$ cat config.mk
export PLATFORM = sky130hd
export DESIGN_NAME = erp_segment_averager_unit
export DESIGN_NICKNAME = d
export VERILOG_FILES = /design/src/hdl/erpsa_pkg.sv /design/src/hdl/erpsa_div.sv /design/src/hdl/erp_segment_averager_unit.sv
export SDC_FILE = /design/constraint.sdc
export NUM_CORES = 2
export LEC_CHECK = 0
export BUFFER_PORTS_ARGS = -buffer_cell sky130_fd_sc_hd__buf_2
export CORE_MARGIN = 2
export CORE_UTILIZATION = 35
export CTS_BUF_LIST = sky130_fd_sc_hd__clkbuf_4 sky130_fd_sc_hd__clkbuf_8 sky130_fd_sc_hd__clkbuf_16
export DETAILED_ROUTE_END_ITERATION = 8
export PLACE_DENSITY_LB_ADDON = 0.12
export SLEW_MARGIN = 40
export SYNTH_ARGS = -nofsm -noshare
export SYNTH_HDL_FRONTEND = slang
export SYNTH_SLANG_ARGS = --single-unit
$ cat constraint.sdc
create_clock -name clk -period 7.7 [get_ports clk]
set_input_delay 1.54 -clock clk [delete_from_list [all_inputs] [get_ports clk]]
set_output_delay 1.54 -clock clk [all_outputs]
set_load 0.02 [all_outputs]
$ cat src/hdl/erpsa_pkg.sv
// ----------------------------------------------------------------------------
// erpsa_pkg: shared types and constants of the ERP segment averager
// Beat payload structs, configuration register indexes and fixed widths.
// ----------------------------------------------------------------------------
`default_nettype none

package erpsa_pkg;

  localparam int SAMPLE_BITS = 16;
  localparam int COUNT_BITS  = 16;
  localparam int SUM_BITS    = SAMPLE_BITS + 24;
  localparam int POS_BITS    = 6;
  localparam int LEN_BITS    = 7;
  localparam int CFG_IDX_BITS = 2;

  localparam logic [COUNT_BITS-1:0] COUNT_MAX = '1;

  localparam logic [CFG_IDX_BITS-1:0] CFG_SEGMENT_LENGTH    = 2'd0;
  localparam logic [CFG_IDX_BITS-1:0] CFG_BASELINE_MEAN     = 2'd1;
  localparam logic [CFG_IDX_BITS-1:0] CFG_HOLD_ON_RETRIGGER = 2'd2;

  typedef struct packed {
    logic signed [SAMPLE_BITS-1:0] sample;
    logic                          trigger;
    logic                          clear;
  } in_beat_t;

  typedef struct packed {
    logic signed [SAMPLE_BITS-1:0] average;
    logic [POS_BITS-1:0]           position;
    logic [COUNT_BITS-1:0]         segments;
    logic                          last;
  } out_beat_t;

endpackage

`default_nettype wire

$ cat src/hdl/erpsa_div.sv
// ----------------------------------------------------------------------------
// erpsa_div: restoring unsigned divider, one quotient bit per cycle
// The upper dividend bits must already be below the divisor, so only the
// low QB bits are shifted through; the quotient holds until the next start.
// ----------------------------------------------------------------------------
`default_nettype none

module erpsa_div #(
  parameter int DVD_W = 40,
  parameter int DVS_W = 23,
  parameter int QB    = 16
) (
  input  wire logic             clk,
  input  wire logic             rst_n,
  input  wire logic             start,
  input  wire logic [DVD_W-1:0] dvd,
  input  wire logic [DVS_W-1:0] dvs,
  output logic                  done,
  output logic [QB-1:0]         quo
);

  localparam int CNT_W = $clog2(QB + 1);

  logic [DVS_W-1:0] rem_r, rem_nxt;
  logic [DVS_W-1:0] dvs_r, dvs_nxt;
  logic [QB-1:0]    sh_r, sh_nxt;
  logic [CNT_W-1:0] cnt_r, cnt_nxt;
  logic             run_r, run_nxt;
  logic             done_r, done_nxt;

  always_comb begin
    logic [DVD_W-1:0] hi_part;
    logic [DVS_W:0]   trial;
    logic             qbit;
    rem_nxt  = rem_r;
    dvs_nxt  = dvs_r;
    sh_nxt   = sh_r;
    cnt_nxt  = cnt_r;
    run_nxt  = run_r;
    done_nxt = done_r;
    hi_part  = dvd >> QB;
    trial    = {rem_r, sh_r[QB-1]};
    qbit     = (trial >= {1'b0, dvs_r});
    if (start) begin
      rem_nxt  = hi_part[DVS_W-1:0];
      sh_nxt   = dvd[QB-1:0];
      dvs_nxt  = dvs;
      cnt_nxt  = '0;
      run_nxt  = 1'b1;
      done_nxt = 1'b0;
    end else if (run_r) begin
      // shift in one dividend bit, subtract where it fits
      rem_nxt = qbit ? DVS_W'(trial - {1'b0, dvs_r}) : trial[DVS_W-1:0];
      sh_nxt  = {sh_r[QB-2:0], qbit};
      cnt_nxt = cnt_r + CNT_W'(1);
      if (cnt_r == CNT_W'(QB - 1)) begin
        run_nxt  = 1'b0;
        done_nxt = 1'b1;
      end
    end
  end

  always_ff @(posedge clk) begin
    rem_r <= rem_nxt;
    dvs_r <= dvs_nxt;
    sh_r  <= sh_nxt;
    cnt_r <= cnt_nxt;
    if (!rst_n) begin
      run_r  <= 1'b0;
      done_r <= 1'b0;
    end else begin
      run_r  <= run_nxt;
      done_r <= done_nxt;
    end
  end

  assign done = done_r;
  assign quo  = sh_r;

endmodule

`default_nettype wire

$ cat src/hdl/erp_segment_averager_unit.sv
// ----------------------------------------------------------------------------
// erp_segment_averager_unit: event-related potential averaging over segments
// Collects triggered segments, accumulates them per index and emits the
// running average of the whole segment each time one completes.
// ----------------------------------------------------------------------------
// Usage:
//   in_*  : one sample beat with trigger and clear flags; clear wipes the
//           sums, the segment count and any collection before the sample.
//   out_* : one beat per segment index once a segment is complete, in index
//           order, last set on the final index.
//   cfg_* : register writes (segment length, baseline mean, hold on
//           retrigger); always ready, write only while the block is idle.
// Flow: a sample that does not complete a segment is taken while idle, and
//   the block stays ready. A completing sample starts the per-segment pass:
//   it totals the segment from the sample memory, sets up the divisor, then
//   for each index adds the scaled sample to its sum (unless the count has
//   saturated) and forms the average with the bit-serial divider. in_ready stays low during the pass.
// Output register: results wait there while out_ready is low; the pass
//   holds at that index until the beat is taken.
// Reset: synchronous active low; registers return to their defaults (segment
//   length 64), counts and collection clear, no sums are held.
// ----------------------------------------------------------------------------
`default_nettype none

module erp_segment_averager_unit #(
  parameter int MAX_SEGMENT = 64
) (
  input  wire logic                                 clk,
  input  wire logic                                 rst_n,
  input  wire logic                                 in_valid,
  output logic                                      in_ready,
  input  wire erpsa_pkg::in_beat_t                  in_data,
  output logic                                      out_valid,
  input  wire logic                                 out_ready,
  output erpsa_pkg::out_beat_t                      out_data,
  input  wire logic                                 cfg_valid,
  output logic                                      cfg_ready,
  input  wire logic [erpsa_pkg::CFG_IDX_BITS-1:0]   cfg_index,
  input  wire logic [erpsa_pkg::LEN_BITS-1:0]       cfg_data
);

  localparam int SB    = erpsa_pkg::SAMPLE_BITS;
  localparam int CW    = erpsa_pkg::COUNT_BITS;
  localparam int SUM_W = erpsa_pkg::SUM_BITS;
  localparam int LEN_W = $clog2(MAX_SEGMENT + 1);
  localparam int IDX_W = (MAX_SEGMENT > 1) ? $clog2(MAX_SEGMENT) : 1;
  localparam int T_W   = SB + LEN_W;
  localparam int P_W   = SB + LEN_W + 1;
  localparam int DVS_W = CW + LEN_W;
  localparam logic [SB-1:0] Q_HALF = {1'b1, {(SB-1){1'b0}}};
  localparam logic [SB-1:0] Q_HI   = {1'b0, {(SB-1){1'b1}}};

  localparam logic [3:0] S_IDLE    = 4'd0;
  localparam logic [3:0] S_TOT_RD  = 4'd1;
  localparam logic [3:0] S_TOT_ACC = 4'd2;
  localparam logic [3:0] S_PREP    = 4'd3;
  localparam logic [3:0] S_DIVSR   = 4'd4;
  localparam logic [3:0] S_RD      = 4'd5;
  localparam logic [3:0] S_MULT    = 4'd6;
  localparam logic [3:0] S_ACC     = 4'd7;
  localparam logic [3:0] S_DSTART  = 4'd8;
  localparam logic [3:0] S_DWAIT   = 4'd9;
  localparam logic [3:0] S_OUT     = 4'd10;

  // configuration
  logic [erpsa_pkg::LEN_BITS-1:0] seg_len_r;
  logic                           base_r;
  logic                           hold_r;

  // control state
  logic [3:0]       state_r, state_nxt;
  logic [LEN_W-1:0] fill_r, fill_nxt;
  logic             coll_r, coll_nxt;
  logic [CW-1:0]    count_r, count_nxt;
  logic [LEN_W-1:0] slen_r, slen_nxt;
  logic [IDX_W-1:0] idx_r, idx_nxt;
  logic             add_r, add_nxt;
  logic             first_r, first_nxt;
  logic             out_valid_r, out_valid_nxt;

  // datapath
  logic signed [T_W-1:0]   tot_r, tot_nxt;
  logic signed [P_W-1:0]   prod_r, prod_nxt;
  logic signed [SUM_W-1:0] acc_r, acc_nxt;
  logic [DVS_W-1:0]        dvs_r, dvs_nxt;
  logic                    neg_r, neg_nxt;
  erpsa_pkg::out_beat_t    out_r, out_nxt;

  // memories
  logic signed [SB-1:0]    coll_mem [MAX_SEGMENT];
  logic signed [SUM_W-1:0] sum_mem  [MAX_SEGMENT];
  logic signed [SB-1:0]    crd_r;
  logic signed [SUM_W-1:0] srd_r;
  logic                    cwr_en, crd_en, swr_en, srd_en;
  logic [IDX_W-1:0]        cwr_addr;
  logic signed [SUM_W-1:0] swr_data;

  // divider
  logic             div_start, div_done;
  logic [SUM_W-1:0] div_dvd;
  logic [SB-1:0]    div_quo;

  logic [LEN_W-1:0] act_len;
  logic             in_fire, idx_last;

  assign in_fire   = in_valid & in_ready;
  assign in_ready  = (state_r == S_IDLE);
  assign cfg_ready = 1'b1;
  assign out_valid = out_valid_r;
  assign out_data  = out_r;

  always_comb begin
    if (seg_len_r == '0) begin
      act_len = LEN_W'(1);
    end else if (seg_len_r > erpsa_pkg::LEN_BITS'(MAX_SEGMENT)) begin
      act_len = LEN_W'(MAX_SEGMENT);
    end else begin
      act_len = seg_len_r[LEN_W-1:0];
    end
  end

  assign idx_last = (LEN_W'(idx_r) == act_len - LEN_W'(1));

  assign div_start = (state_r == S_DSTART);
  assign div_dvd   = acc_r[SUM_W-1] ? $unsigned(-acc_r) : $unsigned(acc_r);

  always_comb begin
    logic             coll_v;
    logic [LEN_W-1:0] fill_v;
    logic [CW-1:0]    cnt_v;
    logic signed [SUM_W-1:0] old_v;
    logic signed [SUM_W-1:0] base_v;
    logic signed [SB-1:0]    avg_v;
    state_nxt     = state_r;
    fill_nxt      = fill_r;
    coll_nxt      = coll_r;
    count_nxt     = count_r;
    slen_nxt      = slen_r;
    idx_nxt       = idx_r;
    add_nxt       = add_r;
    first_nxt     = first_r;
    tot_nxt       = tot_r;
    prod_nxt      = prod_r;
    acc_nxt       = acc_r;
    dvs_nxt       = dvs_r;
    neg_nxt       = neg_r;
    out_nxt       = out_r;
    out_valid_nxt = out_valid_r & ~out_ready;
    cwr_en        = 1'b0;
    cwr_addr      = '0;
    crd_en        = 1'b0;
    srd_en        = 1'b0;
    swr_en        = 1'b0;
    swr_data      = acc_r;
    coll_v        = coll_r;
    fill_v        = fill_r;
    cnt_v         = count_r;
    old_v         = '0;
    base_v        = '0;
    avg_v         = '0;

    unique case (state_r)
      S_IDLE: begin
        if (in_fire) begin
          if (in_data.clear) begin
            count_nxt = '0;
            slen_nxt  = '0;
            coll_v    = 1'b0;
            fill_v    = '0;
          end
          if (in_data.trigger && (!coll_v || !hold_r)) begin
            coll_v = 1'b1;
            fill_v = '0;
          end
          if (coll_v) begin
            if (fill_v < LEN_W'(MAX_SEGMENT)) begin
              cwr_en   = 1'b1;
              cwr_addr = fill_v[IDX_W-1:0];
              fill_v   = fill_v + LEN_W'(1);
            end
            if (fill_v >= act_len) begin
              // segment complete: start the per-segment pass
              state_nxt = S_TOT_RD;
              idx_nxt   = '0;
              tot_nxt   = '0;
              coll_v    = 1'b0;
              fill_v    = '0;
            end
          end
          coll_nxt = coll_v;
          fill_nxt = fill_v;
        end
      end
      S_TOT_RD: begin
        crd_en    = 1'b1;
        state_nxt = S_TOT_ACC;
      end
      S_TOT_ACC: begin
        tot_nxt = tot_r + T_W'(crd_r);
        if (idx_last) begin
          state_nxt = S_PREP;
        end else begin
          idx_nxt   = idx_r + IDX_W'(1);
          state_nxt = S_TOT_RD;
        end
      end
      S_PREP: begin
        // restart the sums when the segment length changed
        if (cnt_v != '0 && slen_r != act_len) begin
          cnt_v = '0;
        end
        add_nxt   = (cnt_v != erpsa_pkg::COUNT_MAX);
        first_nxt = (cnt_v == '0);
        if (cnt_v != erpsa_pkg::COUNT_MAX) begin
          cnt_v    = cnt_v + CW'(1);
          slen_nxt = act_len;
        end
        count_nxt = cnt_v;
        idx_nxt   = '0;
        state_nxt = S_DIVSR;
      end
      S_DIVSR: begin
        dvs_nxt   = DVS_W'(count_r * act_len);
        state_nxt = S_RD;
      end
      S_RD: begin
        crd_en    = 1'b1;
        srd_en    = 1'b1;
        state_nxt = S_MULT;
      end
      S_MULT: begin
        prod_nxt  = P_W'($signed(crd_r) * $signed({1'b0, act_len}));
        state_nxt = S_ACC;
      end
      S_ACC: begin
        if (add_r) begin
          old_v    = first_r ? '0 : srd_r;
          base_v   = base_r ? SUM_W'(tot_r) : '0;
          acc_nxt  = old_v + SUM_W'(prod_r) - base_v;
          swr_en   = 1'b1;
          swr_data = acc_nxt;
        end else begin
          acc_nxt = srd_r;
        end
        state_nxt = S_DSTART;
      end
      S_DSTART: begin
        neg_nxt   = acc_r[SUM_W-1];
        state_nxt = S_DWAIT;
      end
      S_DWAIT: begin
        if (div_done) begin
          state_nxt = S_OUT;
        end
      end
      S_OUT: begin
        if (!out_valid_r || out_ready) begin
          // saturate to the signed sample range, then apply the sign
          if (neg_r) begin
            avg_v = (div_quo > Q_HALF) ? $signed(Q_HALF) : $signed(-div_quo);
          end else begin
            avg_v = div_quo[SB-1] ? $signed(Q_HI) : $signed(div_quo);
          end
          out_nxt.average  = avg_v;
          out_nxt.position = erpsa_pkg::POS_BITS'(idx_r);
          out_nxt.segments = count_r;
          out_nxt.last     = idx_last;
          out_valid_nxt    = 1'b1;
          if (idx_last) begin
            state_nxt = S_IDLE;
          end else begin
            idx_nxt   = idx_r + IDX_W'(1);
            state_nxt = S_RD;
          end
        end
      end
      default: begin
        state_nxt = S_IDLE;
      end
    endcase
  end

  always_ff @(posedge clk) begin
    if (cwr_en) begin
      coll_mem[cwr_addr] <= in_data.sample;
    end
    if (crd_en) begin
      crd_r <= coll_mem[idx_r];
    end
  end

  always_ff @(posedge clk) begin
    if (swr_en) begin
      sum_mem[idx_r] <= swr_data;
    end
    if (srd_en) begin
      srd_r <= sum_mem[idx_r];
    end
  end

  always_ff @(posedge clk) begin
    tot_r  <= tot_nxt;
    prod_r <= prod_nxt;
    acc_r  <= acc_nxt;
    dvs_r  <= dvs_nxt;
    neg_r  <= neg_nxt;
    out_r  <= out_nxt;
    idx_r  <= idx_nxt;
    if (!rst_n) begin
      state_r     <= S_IDLE;
      fill_r      <= '0;
      coll_r      <= 1'b0;
      count_r     <= '0;
      slen_r      <= '0;
      add_r       <= 1'b0;
      first_r     <= 1'b0;
      out_valid_r <= 1'b0;
    end else begin
      state_r     <= state_nxt;
      fill_r      <= fill_nxt;
      coll_r      <= coll_nxt;
      count_r     <= count_nxt;
      slen_r      <= slen_nxt;
      add_r       <= add_nxt;
      first_r     <= first_nxt;
      out_valid_r <= out_valid_nxt;
    end
  end

  always_ff @(posedge clk) begin
    if (!rst_n) begin
      seg_len_r <= erpsa_pkg::LEN_BITS'(64);
      base_r    <= 1'b0;
      hold_r    <= 1'b0;
    end else if (cfg_valid && cfg_ready) begin
      unique case (cfg_index)
        erpsa_pkg::CFG_SEGMENT_LENGTH:    seg_len_r <= cfg_data;
        erpsa_pkg::CFG_BASELINE_MEAN:     base_r    <= cfg_data[0];
        erpsa_pkg::CFG_HOLD_ON_RETRIGGER: hold_r    <= cfg_data[0];
        default: begin
          // no register here: drop the beat
        end
      endcase
    end
  end

  erpsa_div #(
    .DVD_W (SUM_W),
    .DVS_W (DVS_W),
    .QB    (SB)
  ) u_div (
    .clk   (clk),
    .rst_n (rst_n),
    .start (div_start),
    .dvd   (div_dvd),
    .dvs   (dvs_r),
    .done  (div_done),
    .quo   (div_quo)
  );

endmodule

`default_nettype wire
==> flow_summary.toml <==
[layout]
final_common_cell = "edfxtp_1"
finalNetCount = 10400
drive_gt1_share_pct = 13.74
mostFrequentLayoutCells = "edfxtp_1 (3858), a22oi_1 (1078), clkbuf_16 (427), inv_1 (370), a22o_1 (363)"
area_growth_pct = 15.90
final_cell_count_no_fill = 16270

[power_and_ir_drop]
pwr-share-comb_pct = 1.4
p_int_mw = 34.98
peakVddDrop_mv = 0.1688
power_density_nw_per_um2 = 241.8
p_leak_nw = 58.56
seqPwrFrac_pct = 52.8
p_clk_share_pct = 45.8
swShare_pct = 20.26
p_sw_mw = 8.887

[routing]
antenna_left = 0
vias = 94480
drc = 0
drt-total-wl_microns = 540300
avgViaCountPerCell = 5.806
first_pass_iters = 6
drt_iter0_markers = 10900
post_drt_wl_per_cell_microns = 33.21

[synthesis]
async_flop_share_pct = 0
yosysTopAreaCellShare_pct = 73.99
synth_edf_count = 3858
yosysWarnings = 0
syn_avg_cell_area_sq_um = 16.25
synth_cell_types = 83
synthCells = 9634
synth_flop_cell = "edfxtp_1"
syn_area_sq_um = 156600
ys_top_cells_by_area = "edfxtp_1 (74%), a22oi_1 (5.2%), fa_1 (2.5%)"
synth_area_leader_cell = "edfxtp_1"
seq_area_frac_synth_pct = 74.68
synth_nets = 10060
ys_ff_latch = 3912

[clocking]
cts_buffer_depth = 4
cts_sinks = 3912
cts_root_buffer = "clkbuf_16"
clock_latency_ns = 0.99
cts_buffers = 417
cts_setup_buffers = 0
postCtsHoldBufs = 0
clk_pin_slew_ns = 0.06
ctsHtreeMaxLevel = 5
cts_tree = "built"
post_cts_resized = 0

[worst_setup_path]
end_kind = "flip-flop"
crit_path_end = "prod_r[20]$_DFFE_PP_"
rr_worst_depth = 19
startpoint_type = "flip-flop"
worst-setup-path-type = "reg -> reg"
reg2reg_to = "prod_r[20]$_DFFE_PP_"
reg2reg_slack_ns = 1.36
startpoint = "seg_len_r[2]$_SDFFE_PN0P_"
critPathArrivalTime_ns = 7.06
worstReg2RegStart = "seg_len_r[2]$_SDFFE_PN0P_"
crit_fanout = 17
cp.required_ns = 8.41

[sta]
slew-limit-headroom_pct = 36.22
final.setup.tns_ns = 0
fmax_mhz = 157.7
timing.final.crit_share_pct = 82.37
slew_violations = 0
fin_skew_ns = 0.07198
rsz0062_at_grt = "no"
finalCriticalPeriod_ns = 6.342
setup_viol = 0
hold_viol = 0
worst_pin_slew_ns = 0.9537

[grt]
grt_pass1_wl_microns = 748000
grt_max_degree = 107
grt_pass1_vias = 92580
grt_util_all_layers_pct = 23.28
antenna_found_initial = 45
gr-total-overflow = 0

[placement]
placedCellCount = 15490
numPortBuffers = 72
post-dp-hpwl_microns = 313700
globalplace.congestion = 0.8308

[floorplanning]
die_h_microns = 672.9
ios = 74
die_w_microns = 672.9
core-area_sq_um = 445400
num_rows = 245
fp.dieArea_sq_um = 452700
initial_utilization_pct = 35.15

[flow_run]
timing.max_cap.violations = 0

[run_status]
outcome = "finished clean"

[min_path]
hold_class = "reg -> reg"
-- stage by stage --
step                      util, %  worst slack (ns)  hold slack, ns  cell area, sq um  power [mW]
after floorplan                 -            0.9864          0.4003            156600       23.89
after global placement      37.45             1.325          0.4046            166800       24.20
after detailed placement    37.64             1.337          0.4075            167700       24.21
after CTS                   40.71             1.330          0.4081            181300       44.20
after global routing        40.74             1.050          0.4232            181400       45.05
final                       40.74             1.358          0.4114            181500       43.87
-- power groups by stage --
stage / combinational, mW / clock (mW) / sequential (mW)
3_5_place_dp: 0.602 / 0 / 23.6
4_1_cts: 0.605 / 20.4 / 23.2
5_1_grt: 0.654 / 21.3 / 23.1
3_3_place_gp: 0.593 / 0 / 23.6
2_1_floorplan: 0.289 / 0 / 23.6
6_report: 0.603 / 20.1 / 23.2
-- cell type report --
cell class                 instances  area, sq um
clock buffer                     509        11330
inverter                         372         1396
antenna                           13        32.53
multi-input combinational       4778        37340
timing repair buffer             501         4681
fill                           39940       263900
sequential                      3912       116900
clock inverter                   259         2346
tap                             5928         7417
-- worst max-delay path, stage by stage (launching register included) --
cell      delay, ns
dfxtp_1        0.53
nor2b_2        0.71
buf_4          0.38
nand2_1        0.11
fa_1           0.52
fa_1           0.54
inv_1          0.05
fa_1           0.48
inv_1          0.05
fa_1           0.49
inv_1          0.05
ha_1           0.31
o21a_1         0.12
o31a_1         0.13
o41a_1         0.42
a211oi_1       0.37
o31ai_1        0.18
or4_1          0.42
o311ai_0       0.13
xnor2_1        0.10
-- synth_stat cells, types with 13 or more instances --
cell type     n
or3_1        23
a31oi_1     340
dfxtp_1      54
nand2b_1     69
fa_1        196
a211oi_1     33
a22o_1      363
nor3_1       53
nor4_1       58
or4_1        13
o21a_1       28
xor2_1       81
nor2_1      275
mux2i_1      19
a21boi_0     22
mux2_2       43
edfxtp_1   3858
nand4_1     129
nor2b_1      33
nand3_1     131
a21o_1       45
o21ai_0     122
a221oi_1    360
a22oi_1    1078
buf_1        88
o211ai_1     14
a21oi_1     265
and2_1      219
ha_1        193
nand2_1     287
inv_1       371
and3_1       26
clkbuf_1    481
o31ai_1      24
xnor2_1      71
-- sequential cells by signal, summed over array words and instances (netlist names), 4 cells and up --
signal,flops
sum_mem,2560
fill_r,7
acc_r,40
coll_mem,1024
seg_len_r,7
prod_r,24
u_div.dvs_r,23
srd_r,40
crd_r,16
slen_r,7
u_div.quo,16
tot_r,23
dvs_r,23
out_data,39
state_r,4
u_div.rem_r,23
count_r,16
idx_r,6
u_div.cnt_r,5
-- worst min-delay path by stage --
stage / from / end / cells after the start / slack, ns
floorplan: dvs_r[0]$_DFFE_PP_ / u_div.dvs_r[0]$_DFFE_PP_ / 0 / 0.40
global placement: dvs_r[13]$_DFFE_PP_ / u_div.dvs_r[13]$_DFFE_PP_ / 0 / 0.40
detailed placement: dvs_r[13]$_DFFE_PP_ / u_div.dvs_r[13]$_DFFE_PP_ / 0 / 0.41
CTS: dvs_r[10]$_DFFE_PP_ / u_div.dvs_r[10]$_DFFE_PP_ / 0 / 0.41
global route: dvs_r[10]$_DFFE_PP_ / u_div.dvs_r[10]$_DFFE_PP_ / 0 / 0.42
finish: dvs_r[10]$_DFFE_PP_ / u_div.dvs_r[10]$_DFFE_PP_ / 0 / 0.41
-- per-layer routing --
metal	routed length, microns	share of wire, %	vias to the layer above	GRT usage (%)
met4	11210	2.1	16	4.751
met1	235200	44	50410	32.86
met2	252600	47	3755	37.58
met3	41220	7.6	587	4.395
li1	-	-	39720	-
met5	91	0.017	-	0
-- kinds of logic after synthesis --
| group | synth area share, % |
|---|---|
| other cells | 0.002395 |
| mux | 0.4307 |
| buf+inv | 2.267 |
| fa+ha+maj | 4.048 |
| simple gates | 4.512 |
| flops | 74.68 |
| compound gates | 13.21 |
| xor+xnor | 0.8502 |
Note: power is estimated with default switching activity, not from simulation.
